## src/rtl/rhsv_pkg.sv

```systemverilog
// shared widths, constants and types of the rgb to hsv converter
`default_nettype none

package rhsv_pkg;

    // field widths
    localparam int CHAN_W = 8;
    localparam int HUE_W  = 15;
    localparam int PCT_W  = 13;

    // divider lanes: numerator, divisor, quotient widths and pipeline depth
    localparam int NUM_W      = 22;
    localparam int DEN_W      = 9;
    localparam int QUO_W      = 16;
    localparam int DIV_STAGES = 4;

    // fixed-point constants, 6 fractional bits
    localparam logic [HUE_W-1:0] HUE_SIXTH = HUE_W'(3840);   // 60 degrees
    localparam logic [HUE_W-1:0] HUE_FULL  = HUE_W'(23040);  // 360 degrees
    localparam logic [PCT_W-1:0] PCT_FULL  = PCT_W'(6400);   // 100 percent

    // doubled gains for round-to-nearest numerators (2*n + den) / (2*den)
    localparam logic [NUM_W-1:0] HUE_GAIN = NUM_W'(2 * 3840);
    localparam logic [NUM_W-1:0] PCT_GAIN = NUM_W'(2 * 6400);

    // value as 25*max + round(25*max/255), since 6400 = 25*255 + 25
    // the rounded part is (25*max + 127) / 255, taken as a reciprocal product
    localparam int                    VAL_PROD_W = 30;
    localparam int                    VAL_SHIFT  = 24;
    localparam logic [PCT_W-1:0]      VAL_STEP   = PCT_W'(25);
    localparam logic [PCT_W-1:0]      VAL_HALF   = PCT_W'(127);
    localparam logic [VAL_PROD_W-1:0] VAL_RECIP  = VAL_PROD_W'(65794);  // ceil(2^24/255)

    // hue sector: base hue is the sector index times 60 degrees
    typedef enum logic [2:0] {
        SEC_R_G = 3'd0,   // red max, green at or above blue
        SEC_G_R = 3'd1,   // green max, red above blue
        SEC_G_B = 3'd2,   // green max, blue at or above red
        SEC_B_G = 3'd3,   // blue max, green above red
        SEC_B_R = 3'd4,   // blue max, red at or above green
        SEC_R_B = 3'd5    // red max, blue above green
    } sector_t;

endpackage

`default_nettype wire

```

## src/rtl/rhsv_pix_if.sv

```systemverilog
// pixel channel: valid/ready with one rgb item
`default_nettype none

interface rhsv_pix_if import rhsv_pkg::*; ();
    logic              valid;
    logic              ready;
    logic [CHAN_W-1:0] red;
    logic [CHAN_W-1:0] green;
    logic [CHAN_W-1:0] blue;

    modport source (output valid, output red, output green, output blue, input ready);
    modport sink   (input valid, input red, input green, input blue, output ready);
endinterface

`default_nettype wire

```

## src/rtl/rhsv_hsv_if.sv

```systemverilog
// result channel: valid/ready with one hsv item
`default_nettype none

interface rhsv_hsv_if import rhsv_pkg::*; ();
    logic             valid;
    logic             ready;
    logic [HUE_W-1:0] hue;
    logic [PCT_W-1:0] saturation;
    logic [PCT_W-1:0] brightness;

    modport source (output valid, output hue, output saturation, output brightness,
                    input ready);
    modport sink   (input valid, input hue, input saturation, input brightness,
                    output ready);
endinterface

`default_nettype wire

```

## src/rtl/rgb_to_hsv.sv

```systemverilog
// rgb to hsv converter top level: pixel in, hue/saturation/value out
//
// Converts one 8-bit RGB pixel per item into hue (degrees), saturation and
// value (percent), each unsigned with 6 fractional bits and rounded to nearest.
// The block accepts one item every clock cycle while results are taken, and
// offers the result of an item through seven register stages: one for
// max/min and hue sector, one for the division operands, four for the dividers
// (16 quotient bits, four per stage) and the output register. Hue and saturation
// each have a divider lane; value divides by a constant and is formed from a
// reciprocal product that rides along the same stages. Every stage holds its own
// valid bit, so bubbles close up and a stall on the result side backs up without
// losing or repeating items; there is no state to clear after reset.
`default_nettype none

module rgb_to_hsv import rhsv_pkg::*; (
    input  logic         clk,
    input  logic         rst_n,
    rhsv_pix_if.sink     pixel,
    rhsv_hsv_if.source   hsv
);

    // front, operand, divider and output stages
    localparam int NS = DIV_STAGES + 3;

    logic [NS-1:0] valid_reg;
    logic [NS-1:0] take;

    // stage 0: max, min, spread and sector
    logic [CHAN_W-1:0] mx_next, mn_next, d_next, p_next;
    sector_t           sec_next;
    logic [CHAN_W-1:0] mx_reg, d_reg, p_reg;
    sector_t           sec_reg [NS-1];

    // stage 1: divider operands
    logic [NUM_W-1:0] hue_num_next, sat_num_next;
    logic [DEN_W-1:0] hue_den_next, sat_den_next;
    logic [NUM_W-1:0] hue_num_reg, sat_num_reg;
    logic [DEN_W-1:0] hue_den_reg, sat_den_reg;

    // value lane: base and rounding operand, then the reciprocal product
    logic [PCT_W-1:0]      val_base_next, val_y_next;
    logic [PCT_W-1:0]      val_base_reg, val_y_reg;
    logic [VAL_PROD_W-1:0] val_prod;
    logic [PCT_W-1:0]      val_next;
    logic [PCT_W-1:0]      val_pipe_reg [DIV_STAGES];

    // divider results and output stage
    logic [QUO_W-1:0] hue_quo, sat_quo;
    logic [HUE_W-1:0] hue_sum;
    logic [HUE_W-1:0] hue_next, hue_reg;
    logic [PCT_W-1:0] sat_reg, val_reg;

    // a stage loads when it is empty or its content moves on
    always_comb
    begin
        take[NS-1] = !valid_reg[NS-1] || hsv.ready;
        for (int i = NS - 2; i >= 0; i--)
        begin
            take[i] = !valid_reg[i] || take[i+1];
        end
    end

    assign pixel.ready = take[0];

    always_ff @(posedge clk or negedge rst_n)
    begin
        if (!rst_n)
        begin
            valid_reg <= '0;
        end
        else
        begin
            if (take[0])
            begin
                valid_reg[0] <= pixel.valid;
            end
            for (int i = 1; i < NS; i++)
            begin
                if (take[i])
                begin
                    valid_reg[i] <= valid_reg[i-1];
                end
            end
        end
    end

    // max/min and sector; p is the position inside the sector, 0..d
    always_comb
    begin
        mx_next = pixel.red;
        mn_next = pixel.red;
        if (pixel.green > mx_next) mx_next = pixel.green;
        if (pixel.blue > mx_next)  mx_next = pixel.blue;
        if (pixel.green < mn_next) mn_next = pixel.green;
        if (pixel.blue < mn_next)  mn_next = pixel.blue;
        d_next = mx_next - mn_next;
        priority if (mx_next == pixel.red)
        begin
            if (pixel.green >= pixel.blue)
            begin
                sec_next = SEC_R_G;
                p_next   = pixel.green - pixel.blue;
            end
            else
            begin
                sec_next = SEC_R_B;
                p_next   = d_next - pixel.blue + pixel.green;
            end
        end
        else if (mx_next == pixel.green)
        begin
            if (pixel.blue >= pixel.red)
            begin
                sec_next = SEC_G_B;
                p_next   = pixel.blue - pixel.red;
            end
            else
            begin
                sec_next = SEC_G_R;
                p_next   = d_next - pixel.red + pixel.blue;
            end
        end
        else
        begin
            if (pixel.red >= pixel.green)
            begin
                sec_next = SEC_B_R;
                p_next   = pixel.red - pixel.green;
            end
            else
            begin
                sec_next = SEC_B_G;
                p_next   = d_next - pixel.green + pixel.red;
            end
        end
    end

    // rounding numerators (2*gain*x + den) over 2*den; zero divisors become one
    always_comb
    begin
        hue_num_next  = (HUE_GAIN * NUM_W'(p_reg)) + NUM_W'(d_reg);
        hue_den_next  = (d_reg == '0) ? DEN_W'(1) : {d_reg, 1'b0};
        sat_num_next  = (PCT_GAIN * NUM_W'(d_reg)) + NUM_W'(mx_reg);
        sat_den_next  = (mx_reg == '0) ? DEN_W'(1) : {mx_reg, 1'b0};
        val_base_next = VAL_STEP * PCT_W'(mx_reg);
        val_y_next    = val_base_next + VAL_HALF;
    end

    // value: base plus (25*max + 127) / 255 by reciprocal product
    always_comb
    begin
        val_prod = VAL_PROD_W'(val_y_reg) * VAL_RECIP;
        val_next = val_base_reg + PCT_W'(val_prod[VAL_PROD_W-1:VAL_SHIFT]);
    end

    // payload registers of the front and operand stages, sector and value pipes
    always_ff @(posedge clk)
    begin
        if (take[0])
        begin
            mx_reg     <= mx_next;
            d_reg      <= d_next;
            p_reg      <= p_next;
            sec_reg[0] <= sec_next;
        end
        if (take[1])
        begin
            hue_num_reg  <= hue_num_next;
            hue_den_reg  <= hue_den_next;
            sat_num_reg  <= sat_num_next;
            sat_den_reg  <= sat_den_next;
            val_base_reg <= val_base_next;
            val_y_reg    <= val_y_next;
        end
        for (int i = 1; i < NS - 1; i++)
        begin
            if (take[i])
            begin
                sec_reg[i] <= sec_reg[i-1];
            end
        end
        if (take[2])
        begin
            val_pipe_reg[0] <= val_next;
        end
        for (int i = 1; i < DIV_STAGES; i++)
        begin
            if (take[i+2])
            begin
                val_pipe_reg[i] <= val_pipe_reg[i-1];
            end
        end
    end

    // divider lanes
    rhsv_div #(
        .NUM_W_P  (NUM_W),
        .DEN_W_P  (DEN_W),
        .QUO_W_P  (QUO_W),
        .STAGES_P (DIV_STAGES)
    ) u_hue_div (
        .clk  (clk),
        .take (take[DIV_STAGES+1:2]),
        .num  (hue_num_reg),
        .den  (hue_den_reg),
        .quo  (hue_quo)
    );

    rhsv_div #(
        .NUM_W_P  (NUM_W),
        .DEN_W_P  (DEN_W),
        .QUO_W_P  (QUO_W),
        .STAGES_P (DIV_STAGES)
    ) u_sat_div (
        .clk  (clk),
        .take (take[DIV_STAGES+1:2]),
        .num  (sat_num_reg),
        .den  (sat_den_reg),
        .quo  (sat_quo)
    );

    // sector base plus rounded offset; a full turn wraps to zero
    always_comb
    begin
        hue_sum  = (HUE_SIXTH * HUE_W'(sec_reg[NS-2])) + hue_quo[HUE_W-1:0];
        hue_next = (hue_sum >= HUE_FULL) ? hue_sum - HUE_FULL : hue_sum;
    end

    // output register
    always_ff @(posedge clk)
    begin
        if (take[NS-1])
        begin
            hue_reg <= hue_next;
            sat_reg <= sat_quo[PCT_W-1:0];
            val_reg <= val_pipe_reg[DIV_STAGES-1];
        end
    end

    assign hsv.valid      = valid_reg[NS-1];
    assign hsv.hue        = hue_reg;
    assign hsv.saturation = sat_reg;
    assign hsv.brightness = val_reg;

    // hue stays below a full turn
    a_hue_range: assert property (@(posedge clk) disable iff (!rst_n)
        hsv.valid |-> (hsv.hue < HUE_FULL))
        else $error("hue out of range");

    // percentages never exceed one hundred
    a_pct_range: assert property (@(posedge clk) disable iff (!rst_n)
        hsv.valid |-> (hsv.saturation <= PCT_FULL && hsv.brightness <= PCT_FULL))
        else $error("percent out of range");

    // a grey item sits at the start of the first sector with no offset
    a_grey_sector: assert property (@(posedge clk) disable iff (!rst_n)
        (valid_reg[0] && d_reg == '0) |-> (p_reg == '0 && sec_reg[0] == SEC_R_G))
        else $error("grey item with nonzero hue offset");

    // a stalled front stage with a full successor keeps its item
    a_hold: assert property (@(posedge clk) disable iff (!rst_n)
        (valid_reg[0] && !take[0]) |=> (valid_reg[0] && $stable(d_reg) && $stable(p_reg)))
        else $error("front stage lost an item under stall");

endmodule

`default_nettype wire

```

## src/rtl/rhsv_div.sv

```systemverilog
// pipelined restoring divider, a fixed number of quotient bits per stage
`default_nettype none

module rhsv_div import rhsv_pkg::*; #(
    parameter int NUM_W_P  = NUM_W,
    parameter int DEN_W_P  = DEN_W,
    parameter int QUO_W_P  = QUO_W,
    parameter int STAGES_P = DIV_STAGES
) (
    input  logic               clk,
    input  logic [STAGES_P-1:0] take,
    input  logic [NUM_W_P-1:0] num,
    input  logic [DEN_W_P-1:0] den,
    output logic [QUO_W_P-1:0] quo
);

    // quotient bits resolved in one stage
    localparam int STEPS = (QUO_W_P + STAGES_P - 1) / STAGES_P;

    logic [DEN_W_P-1:0] rem_reg  [STAGES_P];
    logic [DEN_W_P-1:0] rem_next [STAGES_P];
    logic [QUO_W_P-1:0] sh_reg   [STAGES_P];
    logic [QUO_W_P-1:0] sh_next  [STAGES_P];
    logic [DEN_W_P-1:0] den_reg  [STAGES_P];
    logic [DEN_W_P-1:0] den_src  [STAGES_P];
    logic [DEN_W_P-1:0] rem_src  [STAGES_P];
    logic [QUO_W_P-1:0] sh_src   [STAGES_P];

    // stage inputs: the operands for the first stage, the previous stage after that
    // the quotient is known to fit, so the upper numerator bits start below den
    always_comb
    begin
        rem_src[0] = DEN_W_P'(num >> QUO_W_P);
        sh_src[0]  = num[QUO_W_P-1:0];
        den_src[0] = den;
        for (int s = 1; s < STAGES_P; s++)
        begin
            rem_src[s] = rem_reg[s-1];
            sh_src[s]  = sh_reg[s-1];
            den_src[s] = den_reg[s-1];
        end
    end

    // shift-subtract steps; quotient bits fill the shift word from the bottom
    always_comb
    begin
        logic [DEN_W_P-1:0] rem_v;
        logic [QUO_W_P-1:0] sh_v;
        logic [DEN_W_P:0]   trial;
        logic               qbit;
        for (int s = 0; s < STAGES_P; s++)
        begin
            rem_v = rem_src[s];
            sh_v  = sh_src[s];
            for (int k = 0; k < STEPS; k++)
            begin
                if (s * STEPS + k < QUO_W_P)
                begin
                    trial = {rem_v, sh_v[QUO_W_P-1]};
                    qbit  = (trial >= {1'b0, den_src[s]});
                    if (qbit)
                    begin
                        trial = trial - {1'b0, den_src[s]};
                    end
                    rem_v = trial[DEN_W_P-1:0];
                    sh_v  = {sh_v[QUO_W_P-2:0], qbit};
                end
            end
            rem_next[s] = rem_v;
            sh_next[s]  = sh_v;
        end
    end

    // stage registers advance on their own enable
    always_ff @(posedge clk)
    begin
        for (int s = 0; s < STAGES_P; s++)
        begin
            if (take[s])
            begin
                rem_reg[s] <= rem_next[s];
                sh_reg[s]  <= sh_next[s];
                den_reg[s] <= den_src[s];
            end
        end
    end

    assign quo = sh_reg[STAGES_P-1];

endmodule

`default_nettype wire
```

## src/flat_wrapper.sv

```systemverilog
// flat-port wrapper written by rule: the top's interface ports become plain ports
module rgb_to_hsv_flat import rhsv_pkg::*;
  (clk, rst_n, pixel_valid, pixel_red, pixel_green, pixel_blue, pixel_ready, hsv_valid, hsv_hue, hsv_saturation, hsv_brightness, hsv_ready);
  rhsv_pix_if pixel_i ();
  rhsv_hsv_if hsv_i ();
  input  logic clk;
  input  logic rst_n;
  input wire logic [$bits(pixel_i.valid)-1:0] pixel_valid;
  input wire logic [$bits(pixel_i.red)-1:0] pixel_red;
  input wire logic [$bits(pixel_i.green)-1:0] pixel_green;
  input wire logic [$bits(pixel_i.blue)-1:0] pixel_blue;
  output wire logic [$bits(pixel_i.ready)-1:0] pixel_ready;
  output wire logic [$bits(hsv_i.valid)-1:0] hsv_valid;
  output wire logic [$bits(hsv_i.hue)-1:0] hsv_hue;
  output wire logic [$bits(hsv_i.saturation)-1:0] hsv_saturation;
  output wire logic [$bits(hsv_i.brightness)-1:0] hsv_brightness;
  input wire logic [$bits(hsv_i.ready)-1:0] hsv_ready;
  assign pixel_i.valid = pixel_valid;
  assign pixel_i.red = pixel_red;
  assign pixel_i.green = pixel_green;
  assign pixel_i.blue = pixel_blue;
  assign pixel_ready = pixel_i.ready;
  assign hsv_valid = hsv_i.valid;
  assign hsv_hue = hsv_i.hue;
  assign hsv_saturation = hsv_i.saturation;
  assign hsv_brightness = hsv_i.brightness;
  assign hsv_i.ready = hsv_ready;
  rgb_to_hsv u_core (.clk(clk), .rst_n(rst_n), .pixel(pixel_i), .hsv(hsv_i));
endmodule
```

## config.mk

```make
export PLATFORM = sky130hd
export DESIGN_NAME = rgb_to_hsv_flat
export DESIGN_NICKNAME = d
export VERILOG_FILES = /design/src/rtl/rhsv_pkg.sv /design/src/rtl/rhsv_pix_if.sv /design/src/rtl/rhsv_hsv_if.sv /design/src/rtl/rgb_to_hsv.sv /design/src/rtl/rhsv_div.sv /design/src/flat_wrapper.sv
export SDC_FILE = /design/constraint.sdc
export NUM_CORES = 2
export LEC_CHECK = 0
export ABC_AREA = 1
export ABC_CLOCK_PERIOD_IN_PS = 9460
export BUFFER_PORTS_ARGS = -buffer_cell sky130_fd_sc_hd__buf_2
export CAP_MARGIN = 20
export CORE_ASPECT_RATIO = 1.25
export CORE_MARGIN = 2
export CORE_UTILIZATION = 55
export CTS_CLUSTER_SIZE = 10
export DETAILED_ROUTE_END_ITERATION = 7
export PLACE_DENSITY = 0.7
export SYNTH_ARGS = -nofsm -noshare
export SYNTH_HDL_FRONTEND = slang
export SYNTH_SLANG_ARGS = --single-unit
```

## constraint.sdc

```tcl
create_clock -name clk -period 9.46 [get_ports clk]
set_input_delay 0.946 -clock clk [delete_from_list [all_inputs] [get_ports clk]]
set_output_delay 0.946 -clock clk [all_outputs]
set_load 0.1 [all_outputs]
```

==> results_dict.tcl <==
set metrics [dict create \
    synthFlopType "edfxtp_1" \
    setup_repair_after_global_routing_missed_its_margin "false" \
    postRouteAntennaNets 0 \
    final-setup-viol-count 0 \
    report.final.slew_viol_count 0 \
    synth.largest_area_cell "edfxtp_1" \
    cts.repair_timing.setup_buffer_count 0 \
    clk_pin_slew_worst_paths_ns 0.06 \
    cell_count_after_synthesis 3777 \
    critical_path.max_stage_delay_ns 0.80 \
    boundaryPins 71 \
    largest_register_ff_count 57 \
    timing.hold.ws_ns 0.208 \
    place_congestion 0.925 \
    worstMarginPinSlew_ns 0.971 \
    end_kind "flop" \
    synth-async-reset-ratio_pct 1.61 \
    crit_slowest_cell "a221oi_2" \
    edff_count_synth 429 \
    cts-root-buf "clkbuf_16" \
    via_count_of_the_first_global_routing_pass 25200 \
    design.final.nets 4475 \
    dieWidth_um 228 \
    max_slew_margin_pct 35.3 \
    core_area_mm2 0.0620 \
    multi_input_comb_area_mm2 0.0194 \
    layout_cell_share_with_drive_strength_beyond_1_pct 5.96 \
    postSynthNetCount 4372 \
    clkSinkCount 436 \
    synth.top_cells.by_area "edfxtp_1 37%, ha_1 18%, nand2_1 7.7%, inv_1 5.4%, fa_1 4.6%" \
    post_synth_most_frequent_cells "710 x nand2_1, 501 x inv_1, 488 x ha_1, 429 x edfxtp_1, 293 x a21oi_1" \
    yosys_warnings 0 \
    final.setup.worst_slack_ns 0.927 \
    routed_wire_length_mm 72.8 \
    clock_path_buffers 3 \
    max_cap_violations 0 \
    grt_start_max_net_pins 77 \
    area_growth_syn_to_fin_pct 8.14 \
    first_pass_grt_wire_length_mm 121 \
    hold_viol_final 0 \
    finalWorstPathRequiredPeriod_ns 8.53 \
    synth_area_per_cell_um2 9.15 \
    storage_element_area_mm2 0.0131 \
    worst_path_most_repeated_cell "nand2_1" \
    min_period_over_period_pct 90.2 \
    holdCritPathClass "in -> async" \
    num_antenna_cells 0 \
    timing.clock.skew_ns 0.0264 \
    first_pass_iters 5 \
    drt_via_density 5.40 \
    run_status "finished clean" \
    clock_tree_from_tritoncts "built" \
    detailroute.via_count 25600 \
    antenna_found_initial 0 \
    die_h_um 284 \
    synth_seq_cells 436 \
    synthesis.area_mm2 0.0346 \
    grt.overflow.total 0 \
    cp.arrival_ns 8.87 \
    initial_core_utilization_pct 55.7 \
    pre_cts_slack_ns 0.901 \
    portBuffers 70 \
    synth-seq-area-share_pct 37.8 \
    fill_cells 5407 \
    fp-row-count 102 \
    insertion_delay_ns 0.60 \
    yosys.cell_count.top_type "nand2_1" \
    die_area_mm2 0.0649 \
    detail_route.iter0.violations 1532 \
    critPathMaxFanout 17 \
    global_route.usage.total_pct 22.6 \
    yosys.area.top_type_share_pct 37.3 \
    worstSetupStartpointType "flop" \
    setup-tns-final_ns 0 \
    required_ns 9.79 \
    cts_htree_levels 2 \
    route.detailed.drc 0 \
    post-dp-hpwl_mm 57.8 \
    cts_inserted_buffers 52 \
    setup.worst_path.class "reg -> reg" \
    detail_route.wl_per_cell_um 15.4 \
    yosysUniqueCellTypes 67 \
    clock.fmax_mhz 117 \
    cts_hold_buffers 0 \
]
==> layout by cell type (no fill, tap or decap), types with 5 or more instances in the layout <==
master | netlist | routed
a221oi_1 | 13 | 13
o21a_1 | 8 | 8
o21ai_1 | 14 | 14
nor2_2 | 10 | 10
nand4_1 | 22 | 22
inv_2 | 5 | 8
o21ai_0 | 254 | 254
nand3_2 | 5 | 5
a21o_1 | 14 | 14
buf_2 | 11 | 70
ha_1 | 488 | 488
xnor2_1 | 94 | 94
nor2_1 | 246 | 246
fa_1 | 79 | 79
clkbuf_1 | 7 | 19
dfrtp_1 | 7 | 7
xor2_1 | 175 | 175
nor3_1 | 34 | 34
a31oi_1 | 7 | 7
nand3b_1 | 6 | 6
a221o_1 | 5 | 5
buf_4 | 8 | 11
a21oi_1 | 293 | 292
inv_1 | 501 | 495
nand2_1 | 710 | 710
o211ai_1 | 11 | 11
clkbuf_16 | 0 | 53
o21ai_2 | 11 | 11
or2_2 | 17 | 17
nand3_1 | 169 | 169
edfxtp_1 | 429 | 429
o21bai_1 | 28 | 28
nand2_2 | 14 | 14
a211oi_1 | 12 | 12
nor4_1 | 10 | 10
==> per-stage QoR <==
step	area [µm²]	utilization [%]	std cells
floorplan	34600	-	3777
global placement	35900	57.8	4658
detailed placement	35900	57.8	4658
CTS	37400	60.3	4739
global route	37400	60.3	4739
finish	37400	60.3	4739
==> cell families (layout without fill, tap and decap cells) <==
family          after synthesis  count (layout)  share of synthesized area (%)
compound gates              697             697                           11.3
xor+xnor                    269             269                           6.82
fa+ha+maj                   567             567                           22.2
buf+inv                     538             668                           6.06
flops                       436             436                           37.8
mux                           5               5                          0.156
simple gates               1265            1265                           15.6
==> what timing repair did <==
| item | CTS | global route |
|---|---|---|
| endpoints found under the setup margin | 0 | 6 |
| resized for setup | 0 | 1 |
| endpoints found under the hold margin | 0 | 0 |
==> worst max-delay path, delay by kind of cell (launching register included) <==
family	cells	cell delay, ns
AOI/OAI and AO/OA	13	3.21
adders and majority gates	4	1.74
and+or+nand+nor	19	2.22
DFF	1	0.48
buffers and inverters	4	0.63
==> cell type report <==
class | instances | share of cell area (%)
timing repair buffer | 81 | 1.16
sequential | 436 | 34.9
clock inverter | 8 | 0.291
clock buffer | 73 | 3.78
tap | 832 | 2.78
multi-input combinational | 2803 | 52.0
inverter | 506 | 5.10
==> worst paths after layout <==
| kind | startpoint | end | slack, ns | depth (start not counted) |
|---|---|---|---|---|
| setup / recovery | u_core.u_sat_div.den_reg[1][1]$_DFFE_PP_ | u_core.u_sat_div.rem_reg[2][8]$_DFFE_PP_ | 0.93 | 40 |
| hold / removal | rst_n | u_core.valid_reg[6]$_DFFE_PN0P_ | 0.21 | 1 |
| setup reg to reg | u_core.u_sat_div.den_reg[1][1]$_DFFE_PP_ | u_core.u_sat_div.rem_reg[2][8]$_DFFE_PP_ | 0.93 | 40 |
| hold reg to reg | u_core.u_hue_div.sh_reg[1][2]$_DFFE_PP_ | u_core.u_hue_div.sh_reg[2][6]$_DFFE_PP_ | 0.40 | 0 |
| max in group asynchronous | rst_n | u_core.valid_reg[3]$_DFFE_PN0P_ | 9.03 | 1 |
| min in group clk | u_core.u_hue_div.sh_reg[1][2]$_DFFE_PP_ | u_core.u_hue_div.sh_reg[2][6]$_DFFE_PP_ | 0.40 | 0 |
==> metal layers <==
layer  GRT usage [%]  part of all wire (%)  vias up
li1                -                     -    13100
met1            27.2                    43    11800
met2            41.9                    51      454
met3            2.40                   3.2      144
met4            7.11                   2.8        0
met5               0                     0        -
Power is left out: the tool's default activity adds up to more than one toggle a clock period on the data nets, which glitch-free logic cannot reach.
